**src/rtl/salc_pkg.sv**
```systemverilog
// ----------------------------------------------------------------------------
// salc_pkg
// Shared types and constants of the set-associative cache tag controller.
// ----------------------------------------------------------------------------
package salc_pkg;

  localparam int FIELD_AW  = 48;
  localparam int SET_IDX_W = 16;
  localparam int CNT_W     = 48;

  localparam logic [1:0] CFG_LINE_SHIFT    = 2'd0;
  localparam logic [1:0] CFG_SET_MASK      = 2'd1;
  localparam logic [1:0] CFG_WAYS_IN_USE   = 2'd2;
  localparam logic [1:0] CFG_POLICY_SELECT = 2'd3;

  localparam logic POLICY_LRU  = 1'b0;
  localparam logic POLICY_NMRU = 1'b1;

  typedef enum logic [1:0] {
    CMD_LOAD,
    CMD_STORE,
    CMD_WRITEBACK
  } cmd_t;

  typedef struct packed {
    cmd_t                  cmd;
    logic [FIELD_AW-1:0]   addr;
    logic [FIELD_AW-1:0]   tag;
    logic [SET_IDX_W-1:0]  set_idx;
    logic                  line_clean;
  } req_t;

  typedef enum logic [1:0] {
    BK_CLEAR,
    BK_FETCH,
    BK_EXEC
  } bk_state_t;

endpackage

```
**src/rtl/salc_front.sv**
```systemverilog
// ----------------------------------------------------------------------------
// salc_front
// Accepts accesses, normalizes the command, forms tag and set index.
// ----------------------------------------------------------------------------
module salc_front import salc_pkg::*; #(
  parameter int SETS = 8192,
  parameter int AW   = 48
) (
  input  logic                 clk,
  input  logic                 rst_n,
  input  logic                 in_valid,
  output logic                 in_stall,
  input  logic [1:0]           in_command,
  input  logic [FIELD_AW-1:0]  in_address,
  input  logic                 in_line_clean,
  input  logic [4:0]           line_shift,
  input  logic [12:0]          set_mask,
  input  logic                 clearing,
  input  logic                 q_full,
  output logic                 q_push,
  output req_t                 q_data
);

  localparam longint unsigned RECIP = ((64'd1 << 30) + 64'(SETS) - 64'd1) / 64'(SETS);
  localparam logic [FIELD_AW-1:0] AMASK = {FIELD_AW{1'b1}} >> (FIELD_AW - AW);

  logic                s1_v_r, s1_v_nxt;
  cmd_t                s1_cmd_r;
  logic [FIELD_AW-1:0] s1_addr_r, s1_tag_r;
  logic [12:0]         s1_sv_r;
  logic                s1_clean_r;

  logic                s2_v_r, s2_v_nxt;
  cmd_t                s2_cmd_r;
  logic [FIELD_AW-1:0] s2_addr_r, s2_tag_r;
  logic [12:0]         s2_sv_r;
  logic [13:0]         s2_q_r;
  logic                s2_clean_r;

  logic                s1_adv, s2_adv, accept;
  logic [FIELD_AW-1:0] addr_m, tag_c;
  cmd_t                cmd_c;
  logic [43:0]         prod;
  logic [30:0]         qs;
  logic [12:0]         rem;

  assign q_push   = s2_v_r && !q_full;
  assign s2_adv   = !s2_v_r || q_push;
  assign s1_adv   = !s1_v_r || s2_adv;
  assign in_stall = !s1_adv || clearing;
  assign accept   = in_valid && !in_stall;

  always_comb begin
    addr_m = in_address & AMASK;
    tag_c  = addr_m >> line_shift;
    if (in_command == 2'(CMD_STORE)) begin
      cmd_c = CMD_STORE;
    end else if (in_command == 2'(CMD_WRITEBACK)) begin
      cmd_c = CMD_WRITEBACK;
    end else begin
      cmd_c = CMD_LOAD;
    end
    prod = 44'(s1_sv_r) * 44'(RECIP);
    qs   = 31'(s2_q_r) * 31'(SETS);
    rem  = s2_sv_r - qs[12:0];
    s1_v_nxt = s1_adv ? accept : s1_v_r;
    s2_v_nxt = s2_adv ? s1_v_r : s2_v_r;
  end

  always_comb begin
    q_data.cmd        = s2_cmd_r;
    q_data.addr       = s2_addr_r;
    q_data.tag        = s2_tag_r;
    q_data.set_idx    = SET_IDX_W'(rem);
    q_data.line_clean = s2_clean_r;
  end

  always_ff @(posedge clk) begin
    if (!rst_n) begin
      s1_v_r <= 1'b0;
      s2_v_r <= 1'b0;
    end else begin
      s1_v_r <= s1_v_nxt;
      s2_v_r <= s2_v_nxt;
    end
  end

  always_ff @(posedge clk) begin
    if (accept) begin
      s1_cmd_r   <= cmd_c;
      s1_addr_r  <= addr_m;
      s1_tag_r   <= tag_c;
      s1_sv_r    <= tag_c[12:0] & set_mask;
      s1_clean_r <= in_line_clean;
    end
    if (s2_adv && s1_v_r) begin
      s2_cmd_r   <= s1_cmd_r;
      s2_addr_r  <= s1_addr_r;
      s2_tag_r   <= s1_tag_r;
      s2_sv_r    <= s1_sv_r;
      s2_q_r     <= prod[43:30];
      s2_clean_r <= s1_clean_r;
    end
  end

endmodule

```
**config.mk**
```make
export PLATFORM = sky130hd
export DESIGN_NAME = salc_front
export DESIGN_NICKNAME = d
export VERILOG_FILES = /design/src/rtl/salc_pkg.sv /design/src/rtl/salc_front.sv
export SDC_FILE = /design/constraint.sdc
export NUM_CORES = 1
export LEC_CHECK = 0
export ABC_CLOCK_PERIOD_IN_PS = 17500
export BUFFER_PORTS_ARGS = -buffer_cell sky130_fd_sc_hd__buf_2
export CAP_MARGIN = 0
export CORE_UTILIZATION = 60
export CTS_CLUSTER_SIZE = 8
export DETAILED_ROUTE_END_ITERATION = 16
export PLACE_DENSITY_LB_ADDON = 0.12
export REMOVE_ABC_BUFFERS = 1
export SLEW_MARGIN = 20
export SYNTH_ARGS = -nofsm -noshare
export SYNTH_HDL_FRONTEND = slang
export SYNTH_SLANG_ARGS = --single-unit
```
**constraint.sdc**
```tcl
create_clock -name clk -period 17.5 [get_ports clk]
set_clock_uncertainty 0.05 [all_clocks]
set_input_delay 0.875 -clock clk [delete_from_list [all_inputs] [get_ports clk]]
set_output_delay 0.875 -clock clk [all_outputs]
set_load 0.05 [all_outputs]
```
### Word level (Yosys, flattened, before mapping)

Cells that the tools add are included.

| storage, ports and cells | value |
|---|---|
| memories kept | 0 |
| bits of input ports | 74 |
| ROM bits | 0 |
| register bits | 226 |
| logic and storage cells | 28 |
| latch bits | 0 |
| memory bits (writable) | 0 |
| output and inout port bits | 117 |

| cells by class | value |
|---|---|
| add/subtract/negate cells | 0 |
| multipliers | 0 |
| mux-type cells | 1 |
| reductions and logical operators | 11 |
| bitwise operators | 1 |
| order comparisons | 0 |
| shift operators | 1 |
| div/mod/pow operators | 0 |
| equal/unequal tests | 2 |

Operator list:

| cell | count |
|---|---|
| $shr 48x5->48 | 1 |
| $and 13x13->13 | 1 |
| $logic_not 1->1 | 5 |
| $logic_and 1x1->1 | 3 |
| $logic_or 1x1->1 | 3 |
| $eq 2x1->1 const B | 1 |
| $eq 2x2->1 const B | 1 |
| $mux 2 | 1 |

### Logic depth before layout (Yosys ltp)

| logic depth | value |
|---|---|
| depth after elaboration | 8 |
| depth in mapped cells | 9 |
| depth with buffers taken out | 4 |

### Worst setup path after synthesis

Ideal clock, no wire load.

| timing path | value |
|---|---|
| path kind | input to register |
| start point | input q_full |
| end point | register s2_addr_r[0] (enable) |
| stages | 1 |
| slack | 7.716 ns |
| path buffers | 0 |
| setup time | 0.753 ns |
| arrival | 8.982 ns |
| required time | 16.697 ns |
| cell sequence | a21boi_0 |

| between the ends | value |
|---|---|
| cells in the longest elaborated chain, start to end | 4 |

Ends and longest elaborated chain:

| element | line | source |
|---|---|---|
| start, declared | salc_front.sv:19 | `input logic q_full,` |
| $logic_not 1->1 | salc_front.sv:47 | `assign q_push = s2_v_r && !q_full;` |
| $logic_and 1x1->1 | salc_front.sv:47 |  |
| $logic_or 1x1->1 | salc_front.sv:48 | `assign s2_adv = !s2_v_r \|\| q_push;` |
| $logic_and 1x1->1 | salc_front.sv:96 | `if (s2_adv && s1_v_r) begin` |
| end signal, assigned | salc_front.sv:98 | `s2_addr_r <= s1_addr_r;` |
| end, declared | salc_front.sv:35 | `logic [FIELD_AW-1:0] s2_addr_r, s2_tag_r;` |

No other way between the ends.
A chain may end at the register's enable or synchronous reset.

### Worst setup path in the final report

| timing path | value |
|---|---|
| start point | input line_shift[4] |
| end point | register s1_sv_r[4] (data pin) |

| between the ends | value |
|---|---|
| cells in the longest elaborated chain, start to end | 2 |

Ends and longest elaborated chain:

| element | line | source |
|---|---|---|
| start, declared | salc_front.sv:16 | `input logic [4:0] line_shift,` |
| $shr 48x5->48 | salc_front.sv:55 | `tag_c = addr_m >> line_shift;` |
| $and 13x13->13 | salc_front.sv:93 | `s1_sv_r <= tag_c[12:0] & set_mask;` |
| end signal, assigned | salc_front.sv:93 |  |
| end, declared | salc_front.sv:30 | `logic [12:0] s1_sv_r;` |

No other way between the ends.

==> flow_summary.toml <==
[yosys]
syn_area_mm2 = 0.0105
seq_area_frac_synth_pct = 64.7
dominantRegCellSynth = "edfxtp_1"
synthCells = 649
yosysUniqueCellTypes = 55
yosysTopAreaCell = "edfxtp_1"
synth_warnings = 0
synth_area_per_cell_um2 = 16.1
synthTopCellsByArea = "edfxtp_1 64%, mux4_2 7.5%, mux2_2 3.9%, mux2i_1 2.8%, mux4_1 2.5%"
netlist.area_leader.share_pct = 64.3
synth_edf_count = 224
async_flop_share_pct = 0
synth_seq_cells = 226

[timing]
tns_ns = 0
max_clock_freq_mhz = 308
hold_viol_final = 0
fin_crit_ns = 3.25
setup_ws_ns = 14.25
fin_crit_sh_pct = 18.5
finalSetupViolations = 0
rsz0062_at_grt = "false"
slew_viol_final = 0
relSlewSlack_pct = 35.4
hold_slack_ns = 0.350
tightest_slew_ns = 0.966

[place]
postPlaceCellArea_mm2 = 0.0114
post-place-ws_ns = 13.81
gp_congestion = 0.888
portBuffers = 187
dp_hpwl_um = 17100

[setup_path]
slowest_stage = "nor2_1"
worstPathRequired_ns = 17.80
critical_path_buf_inv_count = 2
worstPathArrival_ns = 3.54
cp_cell_sequence = "buf_2 > inv_1 > nor2_1 > o21ai_0 > a31oi_1"
crit_family = "buffers and inverters"
startpoint_type = "input pin"
cp_max_fo = 35
critical-path-max-stage-delay_ns = 0.90
critPathKind = "input pin to register"
endpoint_kind = "register"

[drt]
wl_met1_um = 10700
wl_um = 25100
wl_met2_um = 11300
drtIter0Drc = 847
drt-wirelength-per-cell_um = 23.5
vias = 6830
ant_nets = 0
dr.pass1.iters = 6
drc_errors = 0
met3WireLength_um = 2390
highest_layer = "met4"
via_per_inst = 6.41

[run]
maxCapViolations = 0

[grt]
grt_start_max_net_pins = 68
gr-usage-all-layers_pct = 28.4
grt_pass1_vias = 6581
grt_pass1_wl_um = 37700
grt_overflow = 0
antenna_found_initial = 0

[clocking]
post_cts_buffers = 0
clk_path_buf_depth = 3
cts_tree = "yes"
insertion_delay_ns = 0.50
cts.htree.levels = 2
numCtsBuffers = 34
cts.sinks = 226
cts.repair.resized = 0
clkTransAtPathRegs_ns = 0.05
cts_root_buffer = "clkbuf_16"
cts_hold_buf = 0

[floorplanning]
die_area_mm2 = 0.0180
coreArea_mm2 = 0.0168
ios = 191
die_h_um = 134
num_rows = 47
die_x_um = 134
start_util_pct = 62.2

[power_and_ir_drop]
p_clk_share_pct = 41.8
p_comb_share_pct = 12.6
peakVddDrop_v = 0.000108
intPower_mw = 1.04
total_power_mw = 1.38
leakagePower_nw = 4.60
p_per_area_mw_per_mm2 = 111
power_frac_seq_pct = 45.7
netSwitchingPower_uw = 337
swShare_pct = 24.5

[worst_hold_path]
min_path_type = "register to register"

[final_layout]
antenna_cells = 0
drive_gt1_share_pct = 37.9
final_cell_area_mm2 = 0.0124
area_growth_syn_to_layout_pct = 18.3
fin_nets = 911

[run_status]
status = "completed"
final timing paths:
path | start | to | slack (ns) | depth (start not counted)
setup / recovery | line_shift[4] | s1_sv_r[4] | 14.25 | 5
hold / removal | s1_tag_r[39] | s2_tag_r[39] | 0.35 | 0
setup reg to reg | s2_v_r | s1_addr_r[42] | 14.99 | 4
hold reg to reg | s1_tag_r[39] | s2_tag_r[39] | 0.35 | 0
metal layers:
layer | vias up | GRT usage, %
met4 | 0 | 10.1
met1 | 3345 | 42.8
met2 | 426 | 41.7
met3 | 44 | 5.63
met5 | - | 0
li1 | 3015 | -
layout by cell type, fill, tap and decap left out, types with 8 or more instances in the layout:
cell type,netlist,layout
mux2i_1,29,29
a211oi_1,9,9
a22oi_1,25,25
mux4_2,35,35
o32ai_1,8,8
nand2_1,25,25
clkbuf_16,0,35
nor2b_1,8,8
inv_1,16,16
nand3_1,20,20
a31oi_1,14,14
nor2_1,40,40
a21oi_1,15,15
o21ai_0,12,12
mux2_2,36,36
buf_4,6,8
edfxtp_1,224,224
mux4_1,10,10
buf_2,9,186
through the flow:
stage               utilization, %  cells
finish                        73.6   1065
global route                  73.6   1065
CTS                           73.6   1065
detailed placement            68.0   1021
global placement              68.0   1021
floorplan                        -    607
power by group through the flow:
stage | logic (mW) | clock network (mW) | registers (mW)
2_1_floorplan | 0.0826 | 0 | 0.665
3_3_place_gp | 0.166 | 0 | 0.637
3_5_place_dp | 0.169 | 0 | 0.638
4_1_cts | 0.170 | 0.584 | 0.629
5_1_grt | 0.182 | 0.604 | 0.630
6_report | 0.173 | 0.575 | 0.629
state kept, by name, summed over array words and instances (netlist names):
register and count:
s1_v_r 1, s1_sv_r 13, s2_cmd_r 2, s2_sv_r 13, s2_clean_r 1, s1_clean_r 1
s1_addr_r 48, s2_tag_r 48, s2_v_r 1, s2_addr_r 48, s1_cmd_r 2, s1_tag_r 48
logic make-up (layout without fill, tap and decap cells):
family / Yosys count / in the layout / synth area share, %
flip-flops: 226 / 226 / 64.7
AND/OR/NAND/NOR: 125 / 125 / 5.68
AO/OA/AOI/OAI: 121 / 121 / 8.70
multiplexers: 114 / 114 / 17.3
buffers and inverters: 62 / 256 / 3.61
other: 1 / 3 / 0.0359
area by class of cell:
type                       instances  area (um2)
timing repair buffer             194         991
inverter                          18        67.6
clock inverter                     3        37.5
sequential                       226        6770
clock buffer                      41         898
tap                              220         275
multi-input combinational        363        3330
fill                            1067        4450
synth_stat cells (2+ instances only):
cell and n:
a22o_1 3, buf_2 9, nand4_1 5, mux2i_1 29, o21a_1 2, a211oi_1 9, buf_8 3, o32ai_1 8
a32oi_1 4, mux2_4 3, a31oi_1 14, mux4_1 10, inv_1 16, and3_1 5, dfxtp_1 2, o21ai_0 12
edfxtp_1 224, buf_12 2, o22ai_1 4, clkbuf_1 14, o21ai_1 2, and2_1 6, nor2_1 40, nor3b_1 2
nand2_1 25, a21oi_1 15, nor2b_1 8, a32o_1 2, a221oi_2 3, nand3_1 20, o32ai_2 2, mux4_2 35
nand2b_1 5, a41oi_1 3, a2111oi_2 2, o31ai_1 3, nor3_1 6, buf_1 4, a22oi_1 25, buf_4 6
o22a_1 3, mux2_2 36, buf_6 6
worst register-to-register path, stage by stage (launching register included):
cell     delay, ns
dfxtp_1       0.35
and3_1        0.18
nor2_1        0.13
and2_4        0.61
buf_4         0.75
(Power assumes the default switching activity.)
