**src/rtl/salc_pkg.sv**
```systemverilog
// ----------------------------------------------------------------------------
// salc_pkg
// Shared types and constants of the set-associative cache tag controller.
// ----------------------------------------------------------------------------
package salc_pkg;

  localparam int FIELD_AW  = 48;
  localparam int SET_IDX_W = 16;
  localparam int CNT_W     = 48;

  localparam logic [1:0] CFG_LINE_SHIFT    = 2'd0;
  localparam logic [1:0] CFG_SET_MASK      = 2'd1;
  localparam logic [1:0] CFG_WAYS_IN_USE   = 2'd2;
  localparam logic [1:0] CFG_POLICY_SELECT = 2'd3;

  localparam logic POLICY_LRU  = 1'b0;
  localparam logic POLICY_NMRU = 1'b1;

  typedef enum logic [1:0] {
    CMD_LOAD,
    CMD_STORE,
    CMD_WRITEBACK
  } cmd_t;

  typedef struct packed {
    cmd_t                  cmd;
    logic [FIELD_AW-1:0]   addr;
    logic [FIELD_AW-1:0]   tag;
    logic [SET_IDX_W-1:0]  set_idx;
    logic                  line_clean;
  } req_t;

  typedef enum logic [1:0] {
    BK_CLEAR,
    BK_FETCH,
    BK_EXEC
  } bk_state_t;

endpackage

```
**src/rtl/salc_queue.sv**
```systemverilog
// ----------------------------------------------------------------------------
// salc_queue
// Two-entry queue between the front and the back end.
// ----------------------------------------------------------------------------
module salc_queue import salc_pkg::*; (
  input  logic clk,
  input  logic rst_n,
  input  logic push,
  input  req_t wr_data,
  output logic full,
  input  logic pop,
  output logic empty,
  output req_t rd_data
);

  req_t       mem_r [2];
  logic       wr_ptr_r, rd_ptr_r;
  logic [1:0] cnt_r;
  logic       do_wr, do_rd;

  assign full    = cnt_r == 2'd2;
  assign empty   = cnt_r == 2'd0;
  assign do_wr   = push && !full;
  assign do_rd   = pop && !empty;
  assign rd_data = mem_r[rd_ptr_r];

  always_ff @(posedge clk) begin
    if (!rst_n) begin
      wr_ptr_r <= 1'b0;
      rd_ptr_r <= 1'b0;
      cnt_r    <= 2'd0;
    end else begin
      if (do_wr) wr_ptr_r <= !wr_ptr_r;
      if (do_rd) rd_ptr_r <= !rd_ptr_r;
      cnt_r <= cnt_r + 2'(do_wr) - 2'(do_rd);
    end
  end

  always_ff @(posedge clk) begin
    if (do_wr) mem_r[wr_ptr_r] <= wr_data;
  end

endmodule

```
**config.mk**
```make
export PLATFORM = sky130hd
export DESIGN_NAME = salc_queue
export DESIGN_NICKNAME = d
export VERILOG_FILES = /design/src/rtl/salc_pkg.sv /design/src/rtl/salc_queue.sv
export SDC_FILE = /design/constraint.sdc
export NUM_CORES = 1
export LEC_CHECK = 0
export ABC_AREA = 1
export BUFFER_PORTS_ARGS = -buffer_cell sky130_fd_sc_hd__buf_2
export CAP_MARGIN = 0
export CORE_ASPECT_RATIO = 1.2
export CORE_MARGIN = 2
export CORE_UTILIZATION = 30
export DETAILED_ROUTE_END_ITERATION = 10
export GPL_TIMING_DRIVEN = 0
export SYNTH_ARGS = -nofsm -noshare
export SYNTH_HDL_FRONTEND = slang
export SYNTH_SLANG_ARGS = --single-unit
export TNS_END_PERCENT = 1
```
**constraint.sdc**
```tcl
create_clock -name clk -period 10.8 [get_ports clk]
set_clock_uncertainty 0.15 [all_clocks]
set_input_delay 0 -clock clk [delete_from_list [all_inputs] [get_ports clk]]
set_output_delay 0 -clock clk [all_outputs]
set_load 0.01 [all_outputs]
```
* After elaboration in Yosys (flattened, before gate mapping)
Memories as Yosys holds them, arrays and structs flattened. A register that Yosys moved wholly into a read port is not among the register bits.
Cells that the tools add are included.
** Operators by class
- Add/sub/neg operators :: 2
- Equal/unequal tests :: 1
- Multiplexer cells :: 4
- Reduce and logical (&&, ||, !) cells :: 7
** Operators with widths (count)
- 1-bit zero test :: 4
- 1-bit 2-to-1 mux :: 4
- 2-bit by 1-bit adder with 2-bit output :: 1
- 2-bit equality test (second input constant) :: 1
- 1-bit logical AND :: 2
- 2-bit zero test :: 1
- 2-bit by 1-bit subtractor with 2-bit output :: 1
** Storage, ports and cells
- Register bits after elaboration :: 4
- Memory bits (writable) :: 230
- Input bits :: 119
- Output and inout port bits :: 117
- Word-level logic and storage cells :: 18
- Memories :: 1
** Memories
- mem_r :: depth 2, bits a word 115, read ports 1, clocked after Yosys merged registers in 1, write ports 1, line salc_queue.sv:16 : req_t mem_r [2];

* Logic depth before layout (Yosys ltp)
Gate-level depths: netlist of run 1.
- Word-level depth :: 5
- Gate-level depth with buffers :: 11
- Depth with buffers taken out :: 11

* Worst setup path after synthesis of run 1
Ideal clock, no wire load.
- Kind :: register -> register
- From :: register cnt_r[0]
- To :: memory mem_r[0][0] in the netlist's numbering, enable pin
- Setup time :: 0.590 ns
- Arrival :: 5.342 ns
- Slack :: 4.718 ns
- Stages on the path, launching flop included :: 5
- Path buffers :: 0
- Cells stage by stage :: dfxtp_1 inv_1 nand2_1 nand2_1 nor2_1
** On the way
- Word-level cells in the longest chain between the ends :: 5
** Ends and longest elaborated chain
- start: declaration :: line salc_queue.sv:18 : logic [1:0] cnt_r;
- start signal: assignment :: line salc_queue.sv:35 : cnt_r <= cnt_r + 2'(do_wr) - 2'(do_rd);
- 2-bit equality test :: line salc_queue.sv:21 : assign full = cnt_r == 2'd2;
- 1-bit zero test :: line salc_queue.sv:23 : assign do_wr = push && !full;
- 1-bit logical AND :: line salc_queue.sv:23
- 1-bit 2-to-1 mux :: line salc_queue.sv:40 : if (do_wr) mem_r[wr_ptr_r] <= wr_data;
- 1-bit 2-to-1 mux (not written as such) :: line salc_queue.sv:40
- end: declaration :: line salc_queue.sv:16
Every way passes these cells.

* Worst setup path in the final report of run 1
- From :: register cnt_r[0]
- To :: memory mem_r[0][24] in the netlist's numbering, enable pin
The elaborated chain is that of the path after synthesis.

==> summary.txt, run 1 <==
Synth
  – Mux cell area share after synthesis: 16.95%
  – Largest family of logic cells by synthesized area: multiplexers
  – Synth area leaders: edfxtp_1 79%, mux2_4 8.6%, mux2_2 8.4%
  – YS warnings: 0
  – Cell taking the most area after synthesis: edfxtp_1
  – Yosys cell types: 12
  – Syn nets: 517
  – Share of the synthesized area in the top cell type: 78.97%
  – Mean Syn Cell Area: 22.09 um^2
  – XOR/XNOR Fraction of Synth Area: 0%
  – Register area share after synthesis: 80.11%
  – Adder-Cell Fraction of Synth Area: 0.2861%
  – Synth Area in Compound Gates: 0.1144%
  – Yosys reg bits: 235
  – Synth Area in Simple Gates: 0.9013%
  – Synth Cell Area: 8746 um^2
  – Synthesized netlist cell count: 396

Setup path
  – Crit path DAT: 2220 ps
  – CP Cell Sequence: inv_1, nand2_1, nand2_1, nor2_4, buf_12, buf_12
  – Crit-path max FO: 30
  – Worst Setup End Kind: flop
  – Worst path required time: 10850 ps
  – Worst setup path class: flop to flop
  – Critical path startpoint category: flop
  – Largest stage delay, worst path: 520 ps
  – Worst path slowest cell: nor2_4

Detailed routing
  – First-pass DRT Iterations: 4
  – Met2 routed WL: 9274 um
  – WL final: 18320 um
  – Drc violations: 0
  – Total number of vias: 4911
  – First-iteration detailed-routing DRC count: 215
  – Uppermost layer routed: met4
  – Wire length on met3: 1222 um
  – Vias per inst: 4.165
  – Met1 wire length: 7187 um
  – Final ANT Viol Nets: 0
  – Wire per inst: 15.54 um

Pwr
  – Total power: 2637 uW
  – Pwr Density: 212.4 nW/um^2
  – VDD IR max: 0.1826 mV
  – Leakage: 0.004778 uW

Clock network
  – CTS Buffer Depth: 3
  – CTS H-tree depth: 1
  – Clk sinks: 235
  – Number of CTS-inserted buffers: 24
  – Post-cts resize count: 0
  – Clk Latency, worst-skew pair: 510 ps
  – Clock transition at path regs: 60 ps
  – Root Buffer: clkbuf_16
  – CTS tree: built

STA
  – Final Slew Violations: 0
  – Setup violators final: 0
  – Fin crit share: 20.02%
  – Setup tns final: 0 ps
  – Highest clock rate: 0.4625 GHz
  – RSZ-0062 raised after global routing: false
  – Period minus WS final: 2162 ps
  – Max transition margin: 56.64%
  – Final Hold Vio Count: 0
  – Worst Max-Slew Pin Slew: 648.9 ps

Global routing
  – Grt ovf: 0
  – Total track usage: 11.49%
  – Vias in the first global route: 5196
  – Initial antenna violation count: 1
  – Largest net degree at the start of global routing: 59
  – First-pass GRT wire length: 27590 um

Placement
  – Placed cell count: 1021
  – Port Buffers: 235
  – Final HPWL DP: 12040 um
  – Final RePlAce weighted congestion: 0.6709

Floorplanning
  – Die Y: 191.0 um
  – Die Wd: 159.9 um
  – Die ar.: 30540 um^2
  – Row count: 68
  – Initial core utilization: 30.41%
  – Core Area: 28760 um^2
  – I/O pin count: 236

Run
  – Max_cap viols: 0

Finish
  – Core Util, Final: 43.17%
  – P&R area growth vs syn: 41.95%
  – Reg area: 7007 um^2
  – Layout Cells excl Fill: 1179
  – # fillers: 2613
  – Footprint of the multi-input gates: 1604 um^2
  – Final Net Count: 901
  – Layout cell share with drive strength beyond 1: 50.19%

Run status
  – Outcome: completed

Min path
  – HP Class: input port to flop
path summary, 6_finish.rpt:
kind | end | cells after the start | slack (ps) | startpoint
max | mem_r[0][24] | 6 | 8640 | cnt_r[0]
min | mem_r[0][50] | 2 | 60 | wr_data[50]
max reg2reg | mem_r[0][24] | 6 | 8640 | cnt_r[0]
min reg2reg | flop | 2 | 370 | rd_ptr_r
timing repair:
item,in CTS,in global routing
setup buffers,0,0
hold endpoints to repair,252,0
hold buffers,118,0
where the power goes:
part	switching (uW)	internal (uW)	leakage, uW
registers	28.2	1160	0.00219
logic	351	343	0.00224
clock network	319	440	0.000345
stage by stage:
| step | hold WS, ps | setup WS (ps) | instance area, um^2 |
|---|---|---|---|
| 3_5_place_dp | 41.17 | 8608 | 10520 |
| 5_1_grt | 33.23 | 8466 | 12410 |
| 3_3_place_gp | 37.50 | 1376 | 10400 |
| 6_report | 58.36 | 8638 | 12410 |
| 4_1_cts | 23.86 | 8589 | 12410 |
| 2_1_floorplan | -56.55 | 4718 | 8746 |
registers in the layout, indices dropped and copies added, names as in the netlist, named ones only:
register  cells
cnt_r         2
mem_r       230
rd_ptr_r      1
wr_ptr_r      1
cell usage after synthesis (all sizes together):
cell and instances:
a21oi 2, buf 13, dfxtp 5, edfxtp 230, ha 2, inv 9, mux2 115, nand2 9
nand3 3, nor2 8
final cells by class:
cell class	count	area share (%)
repair buffers	358	19.85
clock buffers	30	5.190
inverters	9	0.3124
flip-flops and latches	235	56.44
multi-input cells	139	12.92
clock inverters	9	0.5039
well taps	385	3.880
plain buffers	13	0.8768
diodes	1	0.02016
kinds of logic after synthesis:
group                    count (synthesis)
buffers and inverters                   22
adder cells (fa/ha/maj)                  2
multiplexers                           115
AO/OA/AOI/OAI                            2
flip-flops                             235
AND/OR/NAND/NOR                         20
placed cells by master, fill, tap and decap left out:
cell and n:
diode_2 1, buf_2 241, buf_16 1, nand3_1 3, dfxtp_1 5, clkinv_1 6
dlygate4sd3_1 118, nor2_4 1, a21oi_1 2, nor2_1 7, mux2_2 65, inv_1 8
mux2_4 50, clkinv_2 2, nand2_1 9, ha_1 2, edfxtp_1 230, inv_6 1
clkbuf_16 25, buf_6 7, clkbuf_1 5, buf_12 4, bufinv_16 1
layer usage:
metal  vias up  track usage, %
li1       2314               -
met4         0           4.920
met3        47           3.168
met5         -               0
met1      2391           13.00
met2       159           20.43
critical path, delay by kind of cell (launching register included):
family        cells  cell delay, ps
buf+inv           3             560
flops             1             340
simple gates      3             750
Power figures use the tool's default switching activity.
==> run 2, diff against run 1 <==
Clock period 10.8 ns to 2 ns, I/O delays scaled along.
==> run 2 against run 1 <==
  * Total power grew to 5.7 times the previous value
  * Critical path depth is the same
  * Highest routed layer unchanged
  * Design area grew 3.0%
  * Largest power group unchanged
  * Die area is the same
  * Via count grew 1.5%
  * Clock power grew to 6.1 times the previous value
  * Sequential share of layout area shrank 1.6 points
  * Largest cell class unchanged
  * Setup slack lost 8600 ps
==> summary.txt, run 2 (synthesis gave the netlist of run 1 again) <==
Run status
  – Outcome: completed

Floorplanning
  – I/O pin count: 236
  – Die ar.: 30540 um^2
  – Core Area: 28760 um^2
  – Row count: 68
  – Initial core utilization: 30.41%
  – Die Y: 191.0 um
  – Die Wd: 159.9 um

Finish
  – Inserted Diodes: 0
  – Most frequent cells in the layout: 230 x edfxtp_1, 226 x buf_2, 119 x dlygate4sd3_1
  – Biggest regs: mem_r (230), cnt_r (2)
  – Biggest register: mem_r
  – Number of flip-flops in the largest register: 230
  – Commonest non-fill, non-tap cell in the layout: edfxtp_1
  – # fillers: 2594
  – Final Net Count: 907
  – Layout cell share with drive strength beyond 1: 52.11%
  – Finished Cell Area: 12780 um^2
  – P&R area growth vs syn: 46.18%

Detailed routing
  – Total number of vias: 4987
  – First-pass DRT Iterations: 4
  – Met2 routed WL: 9505 um
  – WL final: 18320 um
  – Vias per inst: 4.194
  – Uppermost layer routed: met4
  – Drc violations: 0
  – Wire length on met3: 1258 um
  – First-iteration detailed-routing DRC count: 183
  – Final ANT Viol Nets: 0
  – Met1 wire length: 7178 um
  – Wire per inst: 15.41 um

Global routing
  – Largest net degree at the start of global routing: 38
  – First-pass GRT wire length: 28060 um
  – Grt ovf: 0
  – Total track usage: 11.63%
  – Initial antenna violation count: 0
  – Vias in the first global route: 5418

STA
  – WHS: 43.06 ps
  – Final Hold Vio Count: 0
  – Period minus WS final: 1978 ps
  – Final Slew Violations: 0
  – Setup violators final: 0
  – RSZ-0062 raised after global routing: true
  – Highest clock rate: 0.5055 GHz
  – Fin crit share: 98.90%
  – Worst Max-Slew Pin Slew: 580.4 ps
  – Max transition margin: 61.22%

Pwr
  – Leakage: 0.004922 uW
  – Pwr Density: 1178 nW/um^2
  – Total power: 15070 uW
  – VDD IR max: 0.8698 mV

Clock network
  – Clk Latency, worst-skew pair: 520 ps
  – Number of CTS-inserted buffers: 25
  – Clock transition at path regs: 60 ps
  – CTS H-tree depth: 1
  – Clk sinks: 235
  – CTS tree: built
  – CTS Buffer Depth: 3
  – Root Buffer: clkbuf_16

Placement
  – Dpl cell area: 10570 um^2
  – Port Buffers: 235
  – Final RePlAce weighted congestion: 0.6619
  – Final HPWL DP: 12050 um

Setup path
  – Critical path startpoint category: flop
  – Worst Setup End Kind: flop
  – Crit path DAT: 2030 ps
  – Worst path required time: 2050 ps
  – Worst setup path class: flop to flop
  – Crit-path max FO: 29

Min path
  – HP Class: input port to flop

Run
  – Max_cap viols: 0
[run 2: cell count changes in the layout (fill, tap and decap cells not counted), sizes merged]
cell and delta:
bufinv +3, buf +1, clkinv +4, dlygate4sd3 +1
clkinvlp +2, diode -1
[run 2: metrics by stage]
step                      cells  util (%)  setup WS (ps)  setup TNS (ps)
final                      1189     44.46          21.93               0
after global routing       1189     44.46         -96.32           -4506
after CTS                  1187     44.17         -19.13          -587.6
after detailed placement   1023     36.77         -31.94           -1940
after global placement     1016     36.26          -2027         -457350
after floorplan             396         -         -804.0         -178170
[run 2: worst max-delay path, stage by stage (launching register included)]
cell and delay [ps]:
dfxtp_2 350, inv_2 50, nand2_4 90, nand2_4 60
nor2_4 450, buf_16 240, buf_16 210
[run 2: area by class of cell]
| cell class | count | area [um^2] | share of cell area, % |
|---|---|---|---|
| multi-input combinational | 139 | 1632 | 12.76 |
| clock inverter | 18 | 201.4 | 1.576 |
| timing repair buffer | 363 | 2609 | 20.41 |
| clock buffer | 27 | 633.1 | 4.952 |
| sequential | 235 | 7010 | 54.83 |
| inverter | 9 | 37.54 | 0.2936 |
| tap | 385 | 481.7 | 3.768 |
| buffer | 13 | 180.2 | 1.409 |
[run 2: per-layer routing]
layer  GRT usage, %  vias to the layer above
met4          3.708                        0
met2          21.56                      161
li1               -                     2331
met5              0                        -
met3          3.363                       31
met1          12.83                     2464
[run 2: final timing paths]
kind,start,endpoint,slack (ps),cells past startpoint
worst max-delay path,cnt_r[0],mem_r[0][105],20,6
worst min-delay path,wr_data[64],mem_r[0][64],40,2
worst max register to register,cnt_r[0],mem_r[0][105],20,6
worst min register to register,rd_ptr_r,rd_ptr_r,360,2
[run 2: power breakdown]
part / switching, uW / internal, uW
Sequential: 169 / 6240
Clock: 1830 / 2810
Combinational: 1940 / 2080
[run 2: repair_timing]
| item | 4_1_cts | 5_1_grt |
|---|---|---|
| hold buffers | 119 | 0 |
| pin swaps | 2 | 0 |
| resized for setup | 22 | 14 |
| endpoints found under the setup margin | 174 | 161 |
| setup buffers | 0 | 2 |
| endpoints found under the hold margin | 249 | 0 |
==> run 3, diff against run 2 <==
Settings changed: ABC_AREA 1 to unset, CORE_UTILIZATION 30 to 52, CTS_CLUSTER_DIAMETER set to 200, PLACE_DENSITY set to 0.79.
==> run 3 against run 2 <==
  * First-iteration DRC count grew 63%
  * Maximum frequency grew 2.6%
  * Total power shrank 0.35%
  * Wire length shrank 3.2%
  * Via count shrank 0.78%
  * Critical path type is now flop to primary output
  * Largest power group unchanged
==> summary.txt, run 3 <==
Run
  – Max_cap viols: 0

Pwr
  – Combinational fraction of design power: 29.4%
  – Pwr Density: 1224 nW/um^2
  – NetSw: 4048 uW
  – VDD IR max: 1.173 mV
  – Clock share of power: 27.0%
  – Leakage: 0.004779 uW
  – Cell Int Power: 10970 uW
  – Total power: 15010 uW
  – Switching share of total power: 26.96%
  – Reg power frac: 43.6%

Floorplanning
  – Die Wd: 122.3 um
  – I/O pin count: 236
  – Initial core utilization: 53.45%
  – Die Y: 146.0 um
  – Core Area: 16340 um^2
  – Row count: 51
  – Die ar.: 17850 um^2

STA
  – Final Hold Vio Count: 0
  – Worst Max-Slew Pin Slew: 553.5 ps
  – Fin crit share: 96.39%
  – Final Slew Violations: 0
  – Setup violators final: 0
  – Setup tns final: 0 ps
  – RSZ-0062 raised after global routing: true
  – Period minus WS final: 1928 ps
  – Highest clock rate: 0.5187 GHz
  – Max transition margin: 63.10%

Min path
  – HP Class: input port to flop

Finish
  – Number of flip-flops in the largest register: 230
  – Biggest regs: mem_r (230), cnt_r (2)
  – Final Net Count: 890
  – Commonest non-fill, non-tap cell in the layout: buf_2
  – Layout cell share with drive strength beyond 1: 51.66%
  – Footprint of the multi-input gates: 1633 um^2
  – Finished Cell Area: 12270 um^2
  – P&R area growth vs syn: 40.46%
  – Most frequent cells in the layout: 241 x buf_2, 230 x edfxtp_1, 118 x dlygate4sd3_1
  – Reg area: 7008 um^2
  – Biggest register: mem_r
  – # fillers: 945

Synth
  – Synth top cells by count: 230 x edfxtp_1, 65 x mux2_2, 50 x mux2_4
  – Cell taking the most area after synthesis: edfxtp_1
  – Mean Syn Cell Area: 22.68 um^2
  – Share of the synthesized area in the top cell type: 79.09%
  – Synth Flop Type: edfxtp_1
  – Synth area leaders: edfxtp_1 79%, mux2_4 8.6%, mux2_2 8.4%
  – Synth Cell Area: 8732 um^2
  – Synthesized netlist cell count: 385
  – Mux cell area share after synthesis: 17.09%
  – Top-count cell post-synth: edfxtp_1
  – Synth Area in Compound Gates: 0.08597%
  – EDFF count, synth: 230
  – Yosys cell types: 18
  – Synth Area in Simple Gates: 0.7164%
  – YS warnings: 0
  – Adder-Cell Fraction of Synth Area: 0.2866%
  – Largest family of logic cells by synthesized area: multiplexers
  – Register area share after synthesis: 80.24%
  – Syn nets: 506
  – Async SR Flop Fraction: 0%
  – Yosys reg bits: 235
  – XOR/XNOR Fraction of Synth Area: 0.2006%

Global routing
  – Largest net degree at the start of global routing: 41
  – GR Util met3: 4.310%
  – Grt met2 use: 37.17%
  – Initial antenna violation count: 2
  – Total track usage: 19.86%
  – M1 GR Usage: 21.75%
  – Grt ovf: 0
  – Vias in the first global route: 5582
  – First-pass GRT wire length: 27610 um
  – Gr busiest metal: met2

Setup path
  – Crit-path max FO: 10
  – Top delay family on crit path: buffers and inverters
  – CP most frequent cell: buf_8
  – Critical path startpoint category: flop
  – Worst Setup End Kind: primary output
  – CP Cell Sequence: buf_6, buf_8, buf_8, mux2_4, buf_2
  – Worst setup path class: flop to primary output
  – Crit path DAT: 1780 ps
  – WP buf/inv: 4
  – Worst path slowest cell: dfxtp_1
  – Largest stage delay, worst path: 320 ps
  – Worst path required time: 1850 ps

Placement
  – Port Buffers: 235
  – Final HPWL DP: 11060 um
  – Dpl cell area: 10340 um^2
  – Final RePlAce weighted congestion: 0.7229

Clock network
  – Clock transition at path regs: 60 ps
  – CTS Buffer Depth: 3
  – Clk Latency, worst-skew pair: 490 ps
  – CTS tree: built
  – CTS H-tree depth: 1
  – Root Buffer: clkbuf_16
  – Clk sinks: 235
  – Postcts setup bufs: 0
  – Number of CTS-inserted buffers: 23

Detailed routing
  – First-iteration detailed-routing DRC count: 299
  – Final ANT Viol Nets: 0
  – Vias per inst: 4.958
  – Drc violations: 0
  – First-pass DRT Iterations: 4
  – Total number of vias: 4948
  – WL final: 17730 um
  – Wire per inst: 17.77 um

Run status
  – Outcome: completed
-- run 3: cells by family after synthesis --
family	after synthesis
mux	116
buf+inv	16
fa+ha+maj	2
xor+xnor	2
simple gates	13
compound gates	1
flops	235
-- run 3: path summary, 6_finish.rpt --
path	slack (ps)	cells after the start	startpoint	to
setup / recovery	70	5	flop	rd_data[82]
hold / removal	70	2	wr_data[53]	mem_r[1][53]
setup reg to reg	120	5	cnt_r[0]	mem_r[0][96]
hold reg to reg	380	2	rd_ptr_r	flop
-- run 3: cell type report --
type                    count  share of cell area [%]
multi-input cells         134                   13.31
flip-flops and latches    235                   57.14
inverters                   3                 0.09181
diodes                      2                 0.04080
well taps                 212                   2.163
plain buffers              13                   1.153
clock inverters            14                  0.9997
clock buffers              26                   4.784
repair buffers            359                   20.32
-- run 3: power by group through the flow --
stage	Combinational [uW]	Clock [uW]	Sequential [uW]
CTS	4380	4130	6550
global route	4740	4340	6620
floorplan	2620	0	6620
detailed placement	4160	0	6650
finish	4410	4050	6550
global placement	3920	0	6660
-- run 3: through the flow --
stage	setup WS (ps)	utilization, %	hold WS [ps]	instances
after CTS	-1.096	74.88	49.31	996
final	72.11	75.08	74.74	998
after floorplan	-799.0	-	-51.13	385
after global routing	-12.53	75.08	55.31	998
after detailed placement	117.5	63.28	40.66	838
after global placement	-1588	62.43	37.12	832
-- run 3: per-layer routing --
layer  up-vias  wire (um)
met5         -          0
li1       2296          -
met1      2421       6457
met4         0        482
met2       189       9632
met3        42       1161
-- run 3: timing repair --
| item | CTS | global route |
|---|---|---|
| hold buffers | 118 | 0 |
| pin swaps | 0 | 0 |
| gates resized for setup | 1 | 7 |
| endpoints found under the setup margin | 3 | 51 |
| hold endpoints to repair | 243 | 0 |
| gates cloned | 0 | 0 |
